File: config.mk
export PLATFORM = sky130hd
export DESIGN_NAME = efla_ctrl
export DESIGN_NICKNAME = d
export VERILOG_FILES = /design/src/hw/rtl/efla_pkg.sv /design/src/hw/rtl/efla_ctrl.sv
export SDC_FILE = /design/constraint.sdc
export NUM_CORES = 1
export LEC_CHECK = 0
export BUFFER_PORTS_ARGS = -buffer_cell sky130_fd_sc_hd__buf_2
export CORE_UTILIZATION = 64
export DETAILED_ROUTE_END_ITERATION = 8
export HOLD_SLACK_MARGIN = 0.06
export PLACE_DENSITY = 0.85
export SYNTH_ARGS = -nofsm -noshare
export SYNTH_HDL_FRONTEND = slang
export SYNTH_SLANG_ARGS = --single-unit
File: constraint.sdc
create_clock -name clk -period 6.5 [get_ports clk]
set_input_delay 1.3 -clock clk [delete_from_list [all_inputs] [get_ports clk]]
set_output_delay 1.3 -clock clk [all_outputs]
set_load 0.05 [all_outputs]
File: src/hw/rtl/efla_pkg.sv
// ----------------------------------------------------------------------------
// efla_pkg
// Shared types and constants of the explicit free-list allocator: channel
// payloads, operation and status codes, and the controller/datapath command
// and status groups.
// ----------------------------------------------------------------------------
package efla_pkg;

	localparam int ADDR_W    = 32;
	localparam int DATA_W    = 32;
	localparam int CFG_IDX_W = 2;
	localparam int CFG_W     = 17;

	// request opcodes
	localparam logic [1:0] OP_INIT   = 2'd0;
	localparam logic [1:0] OP_ALLOC  = 2'd1;
	localparam logic [1:0] OP_FREE   = 2'd2;
	localparam logic [1:0] OP_UNUSED = 2'd3;

	// result status codes
	localparam logic [1:0] ST_OK     = 2'd0;
	localparam logic [1:0] ST_NULL   = 2'd1;
	localparam logic [1:0] ST_OOM    = 2'd2;
	localparam logic [1:0] ST_NOINIT = 2'd3;

	// configuration register indexes
	localparam logic [CFG_IDX_W-1:0] CFG_HEAP_LIMIT = 2'd0;
	localparam logic [CFG_IDX_W-1:0] CFG_CHUNK      = 2'd1;

	localparam logic [CFG_W-1:0] LIMIT_RST = 17'd65536;
	localparam logic [CFG_W-1:0] CHUNK_RST = 17'd512;

	// boundary tag constants
	localparam logic [DATA_W-1:0] MIN_BLOCK    = 32'd16;
	localparam logic [DATA_W-1:0] ALLOC_BIT    = 32'd1;
	localparam logic [DATA_W-1:0] SIZE_MASK    = 32'hFFFF_FFF8;
	localparam logic [DATA_W-1:0] PROLOGUE_TAG = 32'd9;

	typedef struct packed {
		logic [1:0]  opcode;
		logic [16:0] req_size;
		logic [15:0] block_offset;
	} in_t;

	typedef struct packed {
		logic [15:0] result_offset;
		logic [1:0]  status;
	} out_t;

	// memory address base
	typedef enum logic [3:0] {
		B_ZERO, B_BP, B_BPSZ, B_CUR, B_UX, B_LP, B_LN, B_PB, B_NB, B_HEAD, B_PTR
	} base_t;

	// memory address offset
	typedef enum logic [2:0] {
		O_0, O_P4, O_P8, O_P12, O_M4, O_M8
	} ofs_t;

	// memory write data
	typedef enum logic [2:0] {
		W_ZERO, W_PRO, W_EPI, W_TAG, W_HEAD, W_LN, W_LP, W_BP
	} wsel_t;

	// datapath register action
	typedef enum logic [4:0] {
		A_NONE, A_ACCEPT, A_INIT, A_READY, A_ALLOC_START, A_GS_ALLOC, A_GROW,
		A_PF, A_NB, A_UX_PB, A_UX_NB, A_UX_BP, A_LP, A_LN, A_HEAD_LN, A_SZ_ADD,
		A_BP_PB, A_HEAD_BP, A_CUR_NEXT, A_BP_CUR, A_CSZ, A_RES, A_SZ_CSZ,
		A_SZ_ASZ, A_SPLIT, A_FREE_LD
	} act_t;

	typedef struct packed {
		logic       mem_re;
		logic       mem_we;
		base_t      base;
		ofs_t       ofs;
		wsel_t      wsel;
		logic       tag_alloc;
		act_t       act;
		logic       out_load;
		logic [1:0] out_status;
	} cmd_t;

	typedef struct packed {
		logic [1:0] op;
		logic       ready;
		logic       req_zero;
		logic       ptr_zero;
		logic       lim_lt16;
		logic       grow_fail;
		logic       no_more;
		logic       fit;
		logic       rd_alloc;
		logic       lp_zero;
		logic       ln_zero;
		logic       head_zero;
		logic       split_ok;
		logic       free_bad;
		logic       can_load;
	} sts_t;

endpackage

File: src/hw/rtl/efla_ctrl.sv
// ----------------------------------------------------------------------------
// efla_ctrl
// Allocator sequencer: walks init, alloc and free through memory steps,
// with boundary-tag write, list unlink and list push as shared subroutines.
// ----------------------------------------------------------------------------
module efla_ctrl (
	input  logic           clk,
	input  logic           arst_n,
	input  logic           in_valid,
	output logic           idle,
	input  efla_pkg::sts_t sts,
	output efla_pkg::cmd_t cmd
);
	import efla_pkg::*;

	typedef enum logic [46:0] {
		S_IDLE = 47'd1 << 0,   S_START = 47'd1 << 1,  S_I0 = 47'd1 << 2,
		S_I1 = 47'd1 << 3,     S_I2 = 47'd1 << 4,     S_I3 = 47'd1 << 5,
		S_A0 = 47'd1 << 6,     S_F0 = 47'd1 << 7,     S_F1 = 47'd1 << 8,
		S_F2 = 47'd1 << 9,     S_GNF = 47'd1 << 10,   S_G0 = 47'd1 << 11,
		S_G2 = 47'd1 << 12,    S_M0 = 47'd1 << 13,    S_M1 = 47'd1 << 14,
		S_M2 = 47'd1 << 15,    S_MUP = 47'd1 << 16,   S_MUN = 47'd1 << 17,
		S_MSP = 47'd1 << 18,   S_MSP1 = 47'd1 << 19,  S_MSN = 47'd1 << 20,
		S_MSN1 = 47'd1 << 21,  S_MST = 47'd1 << 22,   S_MPU = 47'd1 << 23,
		S_MEND = 47'd1 << 24,  S_C0 = 47'd1 << 25,    S_C1 = 47'd1 << 26,
		S_C2 = 47'd1 << 27,    S_C2S = 47'd1 << 28,   S_C2N = 47'd1 << 29,
		S_C3 = 47'd1 << 30,    S_C4 = 47'd1 << 31,    S_C4B = 47'd1 << 32,
		S_C5 = 47'd1 << 33,    S_R0 = 47'd1 << 34,    S_R1 = 47'd1 << 35,
		S_T0 = 47'd1 << 36,    S_T1 = 47'd1 << 37,    S_U0 = 47'd1 << 38,
		S_U1 = 47'd1 << 39,    S_U2 = 47'd1 << 40,    S_U3 = 47'd1 << 41,
		S_U4 = 47'd1 << 42,    S_P0 = 47'd1 << 43,    S_P1 = 47'd1 << 44,
		S_P2 = 47'd1 << 45,    S_DONE = 47'd1 << 46
	} state_t;

	state_t     state_q, state_d, ret_q, ret_d;
	logic       tag_q, tag_d, pfree_q, pfree_d, nfree_q, nfree_d;
	logic [1:0] st_q, st_d;

	// sequencer state
	always_ff @(posedge clk or negedge arst_n) begin
		if (!arst_n) begin
			state_q <= S_IDLE;
			ret_q   <= S_IDLE;
			tag_q   <= 1'b0;
			pfree_q <= 1'b0;
			nfree_q <= 1'b0;
			st_q    <= ST_OK;
		end else begin
			state_q <= state_d;
			ret_q   <= ret_d;
			tag_q   <= tag_d;
			pfree_q <= pfree_d;
			nfree_q <= nfree_d;
			st_q    <= st_d;
		end
	end

	assign idle = (state_q == S_IDLE);

	// next state and datapath command
	always_comb begin
		state_d = state_q;
		ret_d   = ret_q;
		tag_d   = tag_q;
		pfree_d = pfree_q;
		nfree_d = nfree_q;
		st_d    = st_q;

		cmd.mem_re     = 1'b0;
		cmd.mem_we     = 1'b0;
		cmd.base       = B_ZERO;
		cmd.ofs        = O_0;
		cmd.wsel       = W_ZERO;
		cmd.tag_alloc  = tag_q;
		cmd.act        = A_NONE;
		cmd.out_load   = 1'b0;
		cmd.out_status = st_q;

		case (state_q)
			S_IDLE: begin
				if (in_valid) begin
					cmd.act = A_ACCEPT;
					state_d = S_START;
				end
			end
			S_START: begin
				case (sts.op)
					OP_INIT:  state_d = S_I0;
					OP_ALLOC: state_d = S_A0;
					OP_FREE:  state_d = S_R0;
					default: begin
						st_d    = ST_NULL;
						state_d = S_DONE;
					end
				endcase
			end

			// init: prologue, epilogue, first chunk
			S_I0: begin
				cmd.act = A_INIT;
				if (sts.lim_lt16) begin
					st_d    = ST_OOM;
					state_d = S_DONE;
				end else begin
					cmd.mem_we = 1'b1;
					state_d    = S_I1;
				end
			end
			S_I1: begin
				cmd.mem_we = 1'b1;
				cmd.ofs    = O_P4;
				cmd.wsel   = W_PRO;
				state_d    = S_I2;
			end
			S_I2: begin
				cmd.mem_we = 1'b1;
				cmd.ofs    = O_P8;
				cmd.wsel   = W_PRO;
				state_d    = S_I3;
			end
			S_I3: begin
				cmd.mem_we = 1'b1;
				cmd.ofs    = O_P12;
				cmd.wsel   = W_EPI;
				cmd.act    = A_READY;
				state_d    = S_G0;
			end

			// alloc: first-fit walk
			S_A0: begin
				if (!sts.ready) begin
					st_d    = ST_NOINIT;
					state_d = S_DONE;
				end else if (sts.req_zero) begin
					st_d    = ST_NULL;
					state_d = S_DONE;
				end else begin
					cmd.act = A_ALLOC_START;
					state_d = S_F0;
				end
			end
			S_F0: begin
				if (sts.no_more) begin
					state_d = S_GNF;
				end else begin
					cmd.mem_re = 1'b1;
					cmd.base   = B_CUR;
					cmd.ofs    = O_M4;
					state_d    = S_F1;
				end
			end
			S_F1: begin
				if (sts.fit) begin
					cmd.act = A_BP_CUR;
					state_d = S_C0;
				end else begin
					cmd.mem_re = 1'b1;
					cmd.base   = B_CUR;
					cmd.ofs    = O_P4;
					state_d    = S_F2;
				end
			end
			S_F2: begin
				cmd.act = A_CUR_NEXT;
				state_d = S_F0;
			end
			S_GNF: begin
				cmd.act = A_GS_ALLOC;
				state_d = S_G0;
			end

			// heap extension
			S_G0: begin
				if (sts.grow_fail) begin
					st_d    = ST_OOM;
					state_d = S_DONE;
				end else begin
					cmd.act = A_GROW;
					tag_d   = 1'b0;
					ret_d   = S_G2;
					state_d = S_T0;
				end
			end
			S_G2: begin
				cmd.mem_we = 1'b1;
				cmd.base   = B_BPSZ;
				cmd.ofs    = O_M4;
				cmd.wsel   = W_EPI;
				state_d    = S_M0;
			end

			// coalesce with neighbours
			S_M0: begin
				cmd.mem_re = 1'b1;
				cmd.base   = B_BP;
				cmd.ofs    = O_M8;
				state_d    = S_M1;
			end
			S_M1: begin
				cmd.act    = A_PF;
				pfree_d    = !sts.rd_alloc;
				cmd.mem_re = 1'b1;
				cmd.base   = B_BPSZ;
				cmd.ofs    = O_M4;
				state_d    = S_M2;
			end
			S_M2: begin
				cmd.act = A_NB;
				nfree_d = !sts.rd_alloc;
				state_d = S_MUP;
			end
			S_MUP: begin
				if (pfree_q) begin
					cmd.act = A_UX_PB;
					ret_d   = S_MUN;
					state_d = S_U0;
				end else begin
					state_d = S_MUN;
				end
			end
			S_MUN: begin
				if (nfree_q) begin
					cmd.act = A_UX_NB;
					ret_d   = S_MSP;
					state_d = S_U0;
				end else begin
					state_d = S_MSP;
				end
			end
			S_MSP: begin
				if (pfree_q) begin
					cmd.mem_re = 1'b1;
					cmd.base   = B_PB;
					cmd.ofs    = O_M4;
					state_d    = S_MSP1;
				end else begin
					state_d = S_MSN;
				end
			end
			S_MSP1: begin
				cmd.act = A_SZ_ADD;
				state_d = S_MSN;
			end
			S_MSN: begin
				if (nfree_q) begin
					cmd.mem_re = 1'b1;
					cmd.base   = B_NB;
					cmd.ofs    = O_M4;
					state_d    = S_MSN1;
				end else begin
					state_d = S_MST;
				end
			end
			S_MSN1: begin
				cmd.act = A_SZ_ADD;
				state_d = S_MST;
			end
			S_MST: begin
				if (!pfree_q && !nfree_q) begin
					state_d = S_MPU;
				end else begin
					if (pfree_q) begin
						cmd.act = A_BP_PB;
					end
					tag_d   = 1'b0;
					ret_d   = S_MPU;
					state_d = S_T0;
				end
			end
			S_MPU: begin
				ret_d   = S_MEND;
				state_d = S_P0;
			end
			S_MEND: begin
				if (sts.op == OP_ALLOC) begin
					state_d = S_C0;
				end else begin
					st_d    = ST_OK;
					state_d = S_DONE;
				end
			end

			// carve the chosen block
			S_C0: begin
				cmd.mem_re = 1'b1;
				cmd.base   = B_BP;
				cmd.ofs    = O_M4;
				state_d    = S_C1;
			end
			S_C1: begin
				cmd.act = A_CSZ;
				state_d = S_C2;
			end
			S_C2: begin
				cmd.act = A_RES;
				st_d    = ST_OK;
				state_d = sts.split_ok ? S_C2S : S_C2N;
			end
			S_C2S: begin
				cmd.act = A_UX_BP;
				ret_d   = S_C3;
				state_d = S_U0;
			end
			S_C3: begin
				cmd.act = A_SZ_ASZ;
				tag_d   = 1'b1;
				ret_d   = S_C4;
				state_d = S_T0;
			end
			S_C4: begin
				cmd.act = A_SPLIT;
				tag_d   = 1'b0;
				ret_d   = S_C4B;
				state_d = S_T0;
			end
			S_C4B: begin
				ret_d   = S_DONE;
				state_d = S_P0;
			end
			S_C2N: begin
				cmd.act = A_SZ_CSZ;
				tag_d   = 1'b1;
				ret_d   = S_C5;
				state_d = S_T0;
			end
			S_C5: begin
				cmd.act = A_UX_BP;
				ret_d   = S_DONE;
				state_d = S_U0;
			end

			// free: header check
			S_R0: begin
				if (!sts.ready) begin
					st_d    = ST_NOINIT;
					state_d = S_DONE;
				end else if (sts.ptr_zero) begin
					st_d    = ST_NULL;
					state_d = S_DONE;
				end else begin
					cmd.mem_re = 1'b1;
					cmd.base   = B_PTR;
					cmd.ofs    = O_M4;
					state_d    = S_R1;
				end
			end
			S_R1: begin
				if (sts.free_bad) begin
					st_d    = ST_NULL;
					state_d = S_DONE;
				end else begin
					cmd.act = A_FREE_LD;
					tag_d   = 1'b0;
					ret_d   = S_M0;
					state_d = S_T0;
				end
			end

			// header and footer tags
			S_T0: begin
				cmd.mem_we = 1'b1;
				cmd.base   = B_BP;
				cmd.ofs    = O_M4;
				cmd.wsel   = W_TAG;
				state_d    = S_T1;
			end
			S_T1: begin
				cmd.mem_we = 1'b1;
				cmd.base   = B_BPSZ;
				cmd.ofs    = O_M8;
				cmd.wsel   = W_TAG;
				state_d    = ret_q;
			end

			// unlink block from the free list
			S_U0: begin
				cmd.mem_re = 1'b1;
				cmd.base   = B_UX;
				state_d    = S_U1;
			end
			S_U1: begin
				cmd.act    = A_LP;
				cmd.mem_re = 1'b1;
				cmd.base   = B_UX;
				cmd.ofs    = O_P4;
				state_d    = S_U2;
			end
			S_U2: begin
				cmd.act = A_LN;
				state_d = S_U3;
			end
			S_U3: begin
				if (sts.lp_zero) begin
					cmd.act = A_HEAD_LN;
				end else begin
					cmd.mem_we = 1'b1;
					cmd.base   = B_LP;
					cmd.ofs    = O_P4;
					cmd.wsel   = W_LN;
				end
				state_d = S_U4;
			end
			S_U4: begin
				if (!sts.ln_zero) begin
					cmd.mem_we = 1'b1;
					cmd.base   = B_LN;
					cmd.wsel   = W_LP;
				end
				state_d = ret_q;
			end

			// push block at the list front
			S_P0: begin
				cmd.mem_we = 1'b1;
				cmd.base   = B_BP;
				cmd.ofs    = O_P4;
				cmd.wsel   = W_HEAD;
				state_d    = S_P1;
			end
			S_P1: begin
				if (!sts.head_zero) begin
					cmd.mem_we = 1'b1;
					cmd.base   = B_HEAD;
					cmd.wsel   = W_BP;
				end
				state_d = S_P2;
			end
			S_P2: begin
				cmd.act    = A_HEAD_BP;
				cmd.mem_we = 1'b1;
				cmd.base   = B_BP;
				cmd.wsel   = W_ZERO;
				state_d    = ret_q;
			end

			// result transfer into the output register
			S_DONE: begin
				if (sts.can_load) begin
					cmd.out_load = 1'b1;
					state_d      = S_IDLE;
				end
			end
			default: state_d = S_IDLE;
		endcase
	end

endmodule

== Word-level counts from Yosys, hierarchy flattened ==
Index checks and enable logic that the tools add are counted.
Widths: inputs -> output; s select.

* Register bits after elaboration: 99
* Output and inout bits: 22
* Word-level logic and storage cells: 178

* Equal/unequal tests: 63
* Multiplexer cells: 77
* Reduce and logical (&&, ||, !) cells: 32

{| class="wikitable"
|+ Operators by type and width
! operator !! count
|-
| $pmux 47 s40 || 1
|-
| $mux 47 || 15
|-
| $pmux 47 s11 || 1
|-
| $pmux 47 s3 || 1
|-
| $pmux 5 s25 || 1
|-
| $mux 39 || 2
|-
| $eq 47x1->1 const B || 1
|-
| $eq 47x10->1 const B || 1
|-
| $eq 47x11->1 const B || 1
|-
| $eq 47x12->1 const B || 1
|-
| $eq 47x13->1 const B || 1
|-
| $eq 47x14->1 const B || 1
|-
| $eq 47x15->1 const B || 1
|-
| $eq 47x16->1 const B || 1
|-
| $eq 47x17->1 const B || 1
|-
| $eq 47x18->1 const B || 1
|-
| $eq 47x19->1 const B || 1
|-
| $eq 47x2->1 const B || 1
|-
| $eq 47x20->1 const B || 1
|-
| $eq 47x21->1 const B || 1
|-
| $eq 47x22->1 const B || 1
|-
| $eq 47x23->1 const B || 1
|-
| $eq 47x24->1 const B || 1
|-
| $eq 47x25->1 const B || 1
|-
| 67 further kinds || 133
|}

== Depth between registers and ports, before layout ==
Gate-level depths: netlist (run 1).

* Word-level depth: 4
* Gate-level depth with buffers: 10
* Depth with buffers taken out: 7

== Worst setup path after synthesis (run 1) ==
Ideal clock, no wire load.

* Kind: reg2out
* From: register state_q[37]
* To: output cmd[3] (netlist name)
* Arrival: 3.101 ns
* Required time: 5.200 ns
* Setup slack: 2.099 ns
* Cell stages (with the launch flop): 9
* Cell sequence: dfrtp_1 -> nor4_4 -> nand4_2 -> buf_2 -> or3_1 -> clkbuf_1 -> nor2_1 -> and2_1 -> or4_1

{| class="wikitable"
|+ RTL lines
! item !! line !! source
|-
| start, declared || efla_ctrl.sv:35 || <nowiki>state_t state_q, state_d, ret_q, ret_d;</nowiki>
|-
| start signal, assigned || efla_ctrl.sv:49 || <nowiki>state_q <= state_d;</nowiki>
|-
| end, declared || efla_ctrl.sv:12 || <nowiki>output efla_pkg::cmd_t cmd</nowiki>
|}

==> flow_summary.json, run 1 <==
{
  "sw_frac_of_total_pct": 36.7,
  "final.period_utilization_pct": 83.1,
  "critPathMaxFanout": 25,
  "antenna_found_initial": 0,
  "nFillCells": 439,
  "synth-edff-count": 0,
  "power_w": 0.00113,
  "p_int_w": 0.000718,
  "max_freq_ghz": 0.185,
  "post_drt_via_cell_ratio": 7.04,
  "seq_power_share_pct": 38.6,
  "root_buffer": "clkbuf_8",
  "die_h_um": 81.8,
  "slew_headroom_pct": 37.0,
  "ys.flop_type": "dfrtp_1",
  "fin_ws_ns": 1.10,
  "grt_pass1_wl_um": 18100,
  "skew_ns": 0.0125,
  "synth_seq_cells": 64,
  "synth_top_cells_by_area": "dfrtp_1, nor4_4, nor4_1, nor3_1, nor2_1",
  "arrival_ns": 4.10,
  "setup_tns_ns": 0,
  "final_common_cell": "dfrtp_1",
  "rows": 28,
  "postCtsSetupBuffers": 0,
  "worst_hold_path_type": "reg2reg",
  "num_io_pins": 41,
  "track_usage_pct": 37.5,
  "cts.repair.resized": 0,
  "tritoncts": "built",
  "core_area_um2": 6030,
  "p_comb_share_pct": 30.3,
  "slew_violations": 0,
  "syn_to_final_growth_pct": 10.5,
  "startpoint_type": "flop",
  "numCtsBuffers": 9,
  "multi_input_area_um2": 2340,
  "drive_gt1_share_pct": 18.0,
  "final_cell_mix": "dfrtp_1, buf_2, nor2_1",
  "ant_nets": 0,
  "synth_top_cell_area_share_pct": 38.0,
  "ys_warn_count": 0,
  "grt_max_degree": 65,
  "tightest_slew_ns": 0.937,
  "rsz0062_at_grt": "no",
  "post-place-ws_ns": 1.63,
  "powerDensity_nw_per_um2": 252,
  "clkPwrFrac_pct": 31.1,
  "grt_pass1_vias": 3432,
  "htree_levels": 3,
  "clk-insertion-delay-late_ns": 0.36,
  "clk_path_buf_depth": 2,
  "dp_hpwl_um": 8560,
  "end_kind": "output pin",
  "ir_drop_mv": 0.174,
  "dr.pass1.iters": 6,
  "layout.nets": 491,
  "synthCells": 435,
  "die-area_um2": 6700,
  "worst-setup-path-type": "reg2out",
  "diodes": 0,
  "setup_viol": 0,
  "seq_area_frac_synth_pct": 39.3,
  "synth_cell_type_count": 66,
  "hold_buffers": 0,
  "port_buffers": 40,
  "gp_congestion": 0.991,
  "synth_area_leader_cell": "dfrtp_1",
  "path_clk_slew_ns": 0.07,
  "maxCapViolCount": 0,
  "drtIter0Drc": 551,
  "switchingPower_w": 0.000417,
  "syn_area_um2": 4080,
  "status": "finished clean",
  "gr-total-overflow": 0,
  "clock_sinks": 64,
  "fp.dieW_um": 81.8,
  "async_reset_ff_share_pct": 100,
  "wirelength_um": 11800,
  "seqCellArea_um2": 1600,
  "vias": 3888,
  "initial_core_util_pct": 67.7,
  "post-route-min-period_ns": 5.40,
  "avgSynthCellArea_um2": 9.38,
  "syn-num-nets": 454,
  "p_leak_nw": 2.24,
  "wire_per_inst_um": 21.3,
  "final-hold-violation-count": 0,
  "drc": 0,
  "crit_required_ns": 5.20
}
sequential cells by signal, indices dropped and copies added (netlist names):
name / flops
st_q: 2
ret_q: 12
nfree_q: 1
pfree_q: 1
tag_q: 1
state_q: 47
worst max-delay path, cell delays in order (launching register included):
cell	delay [ns]
dfrtp_1	0.45
nor4_2	0.57
nand4_2	0.68
or3_1	0.74
nor4b_1	0.74
nor3_1	0.17
nand3_1	0.12
buf_2	0.26
layout make-up:
cell class | instances | share of cell area (%)
timing repair buffer | 43 | 4.94
multi-input combinational | 342 | 52.0
tap | 75 | 2.08
sequential | 64 | 35.6
clock inverter | 3 | 0.888
clock buffer | 13 | 3.53
inverter | 12 | 0.999
worst paths after layout:
kind | start | to | slack (ns) | cells after the start
setup / recovery | state_q[21]$_DFFE_PN0P_ | cmd[19] | 1.10 | 7
max in group asynchronous | arst_n | st_q[0]$_DFFE_PN0P_ | 4.85 | 2
hold / removal | ret_q[32]$_DFFE_PN0P_ | ret_q[32]$_DFFE_PN0P_ | 0.47 | 1
hold reg to reg | ret_q[32]$_DFFE_PN0P_ | ret_q[32]$_DFFE_PN0P_ | 0.47 | 1
min in group asynchronous | arst_n | state_q[45]$_DFFE_PN0P_ | 1.10 | 2
setup reg to reg | state_q[37]$_DFFE_PN0P_ | ret_q[46]$_DFFE_PN0P_ | 2.66 | 7
power groups by stage:
| stage | clock network (W) | registers [W] | logic (W) |
|---|---|---|---|
| 6_report | 0.000353 | 0.000438 | 0.000343 |
| 5_1_grt | 0.000370 | 0.000441 | 0.000367 |
| 4_1_cts | 0.000353 | 0.000437 | 0.000338 |
| 3_5_place_dp | 0 | 0.000445 | 0.000334 |
| 3_3_place_gp | 0 | 0.000444 | 0.000332 |
| 2_1_floorplan | 0 | 0.000463 | 0.000233 |
cell families (layout without fill, tap and decap cells):
group           after synthesis  in the layout  share of synthesized area, %
buf+inv                      29             71                          3.25
compound gates               57             57                          10.1
simple gates                276            276                          45.3
mux                           2              2                         0.491
flops                        64             64                          39.3
xor+xnor                      7              7                          1.50
metrics by stage:
stage	hold slack, ns	cells	util, %	instance area [µm²]
2_1_floorplan	0.440	435	-	4080
3_3_place_gp	0.451	536	71.5	4310
3_5_place_dp	0.458	536	71.5	4310
4_1_cts	0.472	552	74.8	4510
5_1_grt	0.497	552	74.8	4510
6_report	0.473	552	74.8	4510
cells in the mapped netlist (3+ instances only):
cell,number
nand3_1,16
o31ai_1,3
nand2b_1,14
or4b_2,4
nor4_1,26
nand2_1,29
or3_1,6
and2_1,14
nor3_1,29
xnor2_1,3
nor3b_1,9
a21oi_1,10
and4b_1,3
or4_1,7
nor4_4,9
nor4_2,5
o2bb2ai_1,3
nor2b_1,8
buf_2,3
and3_1,3
a21o_1,8
xor2_1,4
a22o_1,4
inv_1,12
nand4b_1,4
nor2_1,38
nor4b_1,16
nand4_1,16
o21ai_0,10
clkbuf_1,9
dfrtp_1,62
or2_2,3
metal layers:
metal / GRT usage (%) / vias up / wire length [µm]
met5: 0 / - / 0
met3: 9.89 / 55 / 1280
met4: 13.3 / 0 / 509
met1: 50.8 / 1837 / 4740
li1: - / 1739 / -
met2: 57.6 / 257 / 5230
Note: power is estimated with default switching activity, not from simulation.
==> run 2: changes to the inputs <==
--- a/config.mk
+++ b/config.mk
@@ -6,10 +6,10 @@
 export NUM_CORES = 1
 export LEC_CHECK = 0
 export BUFFER_PORTS_ARGS = -buffer_cell sky130_fd_sc_hd__buf_2
-export CORE_UTILIZATION = 64
+export CORE_UTILIZATION = 60
 export DETAILED_ROUTE_END_ITERATION = 8
 export HOLD_SLACK_MARGIN = 0.06
-export PLACE_DENSITY = 0.85
+export PLACE_DENSITY = 0.81
 export SYNTH_ARGS = -nofsm -noshare
 export SYNTH_HDL_FRONTEND = slang
 export SYNTH_SLANG_ARGS = --single-unit
==> constraint.sdc (replaced) <==
create_clock -name clk -period 5.4 [get_ports clk]
set_input_delay 1.08 -clock clk [delete_from_list [all_inputs] [get_ports clk]]
set_output_delay 1.08 -clock clk [all_outputs]
set_load 0.05 [all_outputs]
==> run 2 against run 1 <==
Against the previous run: the flow now finishes with violations (design-rule violations); register-to-register slack got worse by 0.72 ns; routed wire length fell by 3.4%; sequential share of layout area rose by 0.19 points; sequential power rose by 20%; clock-buffer cell count fell by 1; worst setup slack got worse by 0.31 ns; design area fell by 0.53%; clock power fell by 1%; non-clock buffer count rose by 2; first-iteration DRC count fell by 16%; critical path type unchanged.
==> flow_summary.json, run 2 (synthesized netlist as in run 1, its figures left out) <==
{
  "status": "finished with violations",
  "violations": "design-rule violations",
  "grt_max_degree": 65,
  "postCtsSetupBuffers": 0,
  "final_util_pct": 69.4,
  "dr.pass1.iters": 9,
  "clk-insertion-delay-late_ns": 0.35,
  "ir_drop_mv": 0.213,
  "seqCellArea_um2": 1600,
  "layout.nets": 493,
  "gr-total-overflow": 0,
  "wirelength_um": 11400,
  "crit_path_frequent_cell": "nor3b_1",
  "drc": 6,
  "cp_num_buf_inv": 1,
  "htree_levels": 3,
  "die_h_um": 84.5,
  "track_usage_pct": 33.1,
  "antenna_found_initial": 0,
  "drive_gt1_share_pct": 18.2,
  "slew_headroom_pct": 44.8,
  "multi_input_area_um2": 2340,
  "top_regs": "state_q: 47 flops, ret_q: 12 flops, st_q: 2 flops",
  "setup_viol": 0,
  "grt_pass1_vias": 3626,
  "slew_violations": 0,
  "p_leak_nw": 2.23,
  "gp_congestion": 0.952,
  "skew_ns": 0.0156,
  "setup_tns_ns": 0,
  "diodes": 0,
  "nFillCells": 526,
  "rows": 29,
  "arrival_ns": 3.53,
  "largest_reg_flops": 47,
  "startpoint_type": "flop",
  "port_buffers": 40,
  "post_drt_via_cell_ratio": 6.99,
  "crit_required_ns": 4.32,
  "crit_chain": "nor4_4 -> nand4_4 -> or3_1 -> nor3b_1 -> nor3b_1 -> and2_1 -> nand3_1 -> buf_2",
  "grt_pass1_wl_um": 18000,
  "dp_hpwl_um": 8510,
  "slowest_delay_ns": 0.63,
  "vias": 3884,
  "path_clk_slew_ns": 0.07,
  "rsz0062_at_grt": "no",
  "core_area_um2": 6460,
  "numCtsBuffers": 9,
  "syn_to_final_growth_pct": 9.91,
  "dpl-instance-area_um2": 4330,
  "design_area_um2": 4480,
  "die-area_um2": 7130,
  "drtIter0Drc": 465,
  "final.period_utilization_pct": 85.4,
  "maxCapViolCount": 0,
  "critPathMaxFanout": 19,
  "wire_per_inst_um": 20.4,
  "root_buffer": "clkbuf_8",
  "num_io_pins": 41,
  "max_freq_ghz": 0.217,
  "worst_hold_path_type": "reg2reg",
  "ant_nets": 0,
  "hold_buffers": 0,
  "final-hold-violation-count": 0,
  "cts.repair.resized": 0,
  "final_cell_mix": "dfrtp_1, buf_2, nor2_1",
  "powerDensity_nw_per_um2": 289,
  "regMostFlops": "state_q",
  "end_kind": "output pin",
  "initial_core_util_pct": 63.2,
  "worst-setup-path-type": "reg2out",
  "tightest_slew_ns": 0.821,
  "cp_slowest_cell": "or3_1",
  "clock_sinks": 64,
  "post-route-min-period_ns": 4.61,
  "clk_path_buf_depth": 2,
  "final_common_cell": "dfrtp_1",
  "tritoncts": "built",
  "critPathTopFamily": "simple AND/OR/NAND/NOR gates",
  "fp.dieW_um": 84.5
}
## run 2: cell count changes in the layout (fill, tap and decap cells not counted), sizes merged
| cell | before | now |
|---|---|---|
| buf | 43 | 45 |
| bufinv | 1 | 0 |
| clkbuf | 13 | 12 |
| clkinv | 2 | 3 |
| clkinvlp | 0 | 1 |
## run 2: layer usage
metal	GRT usage (%)	vias up	wire length (µm)
li1	-	1754	-
met1	44.8	1845	4670
met2	51.7	239	5200
met3	8.16	46	1170
met4	13.1	0	318
met5	0	-	0
## run 2: area by class of cell
| type | count | share of cell area, % |
|---|---|---|
| clock buffers | 12 | 3.01 |
| well taps | 77 | 2.15 |
| multi-input cells | 342 | 52.2 |
| repair buffers | 45 | 5.30 |
| clock inverters | 4 | 0.502 |
| flip-flops and latches | 64 | 35.8 |
| inverters | 12 | 1.00 |
## run 2: power by group
group	internal, W	switching [W]
registers	0.000506	0.0000207
clock network	0.000165	0.000184
logic	0.000124	0.000296
total	0.000795	0.000501
## run 2: worst paths after layout
check,end,startpoint,cells after the start,slack [ns]
worst max register to register,ret_q[46]$_DFFE_PN0P_,state_q[7]$_DFFE_PN0P_,7,1.94
worst min register to register,ret_q[31]$_DFFE_PN0P_,ret_q[31]$_DFFE_PN0P_,1,0.48
max in group asynchronous,state_q[20]$_DFFE_PN0P_,arst_n,2,3.95
min in group asynchronous,state_q[45]$_DFFE_PN0P_,arst_n,2,0.86
worst max-delay path,cmd[10],state_q[7]$_DFFE_PN0P_,8,0.79
worst min-delay path,ret_q[31]$_DFFE_PN0P_,ret_q[31]$_DFFE_PN0P_,1,0.48
## run 2: per-stage QoR
| step | hold WS, ns | power [W] | instances | worst slack (ns) |
|---|---|---|---|---|
| 3_5_place_dp | 0.468 | 0.000942 | 540 | 1.24 |
| 5_1_grt | 0.494 | 0.00135 | 556 | 0.661 |
| 4_1_cts | 0.486 | 0.00129 | 556 | 0.858 |
| 3_3_place_gp | 0.453 | 0.000934 | 540 | 1.32 |
| 2_1_floorplan | 0.440 | 0.000838 | 435 | 1.22 |
| 6_report | 0.483 | 0.00130 | 556 | 0.790 |
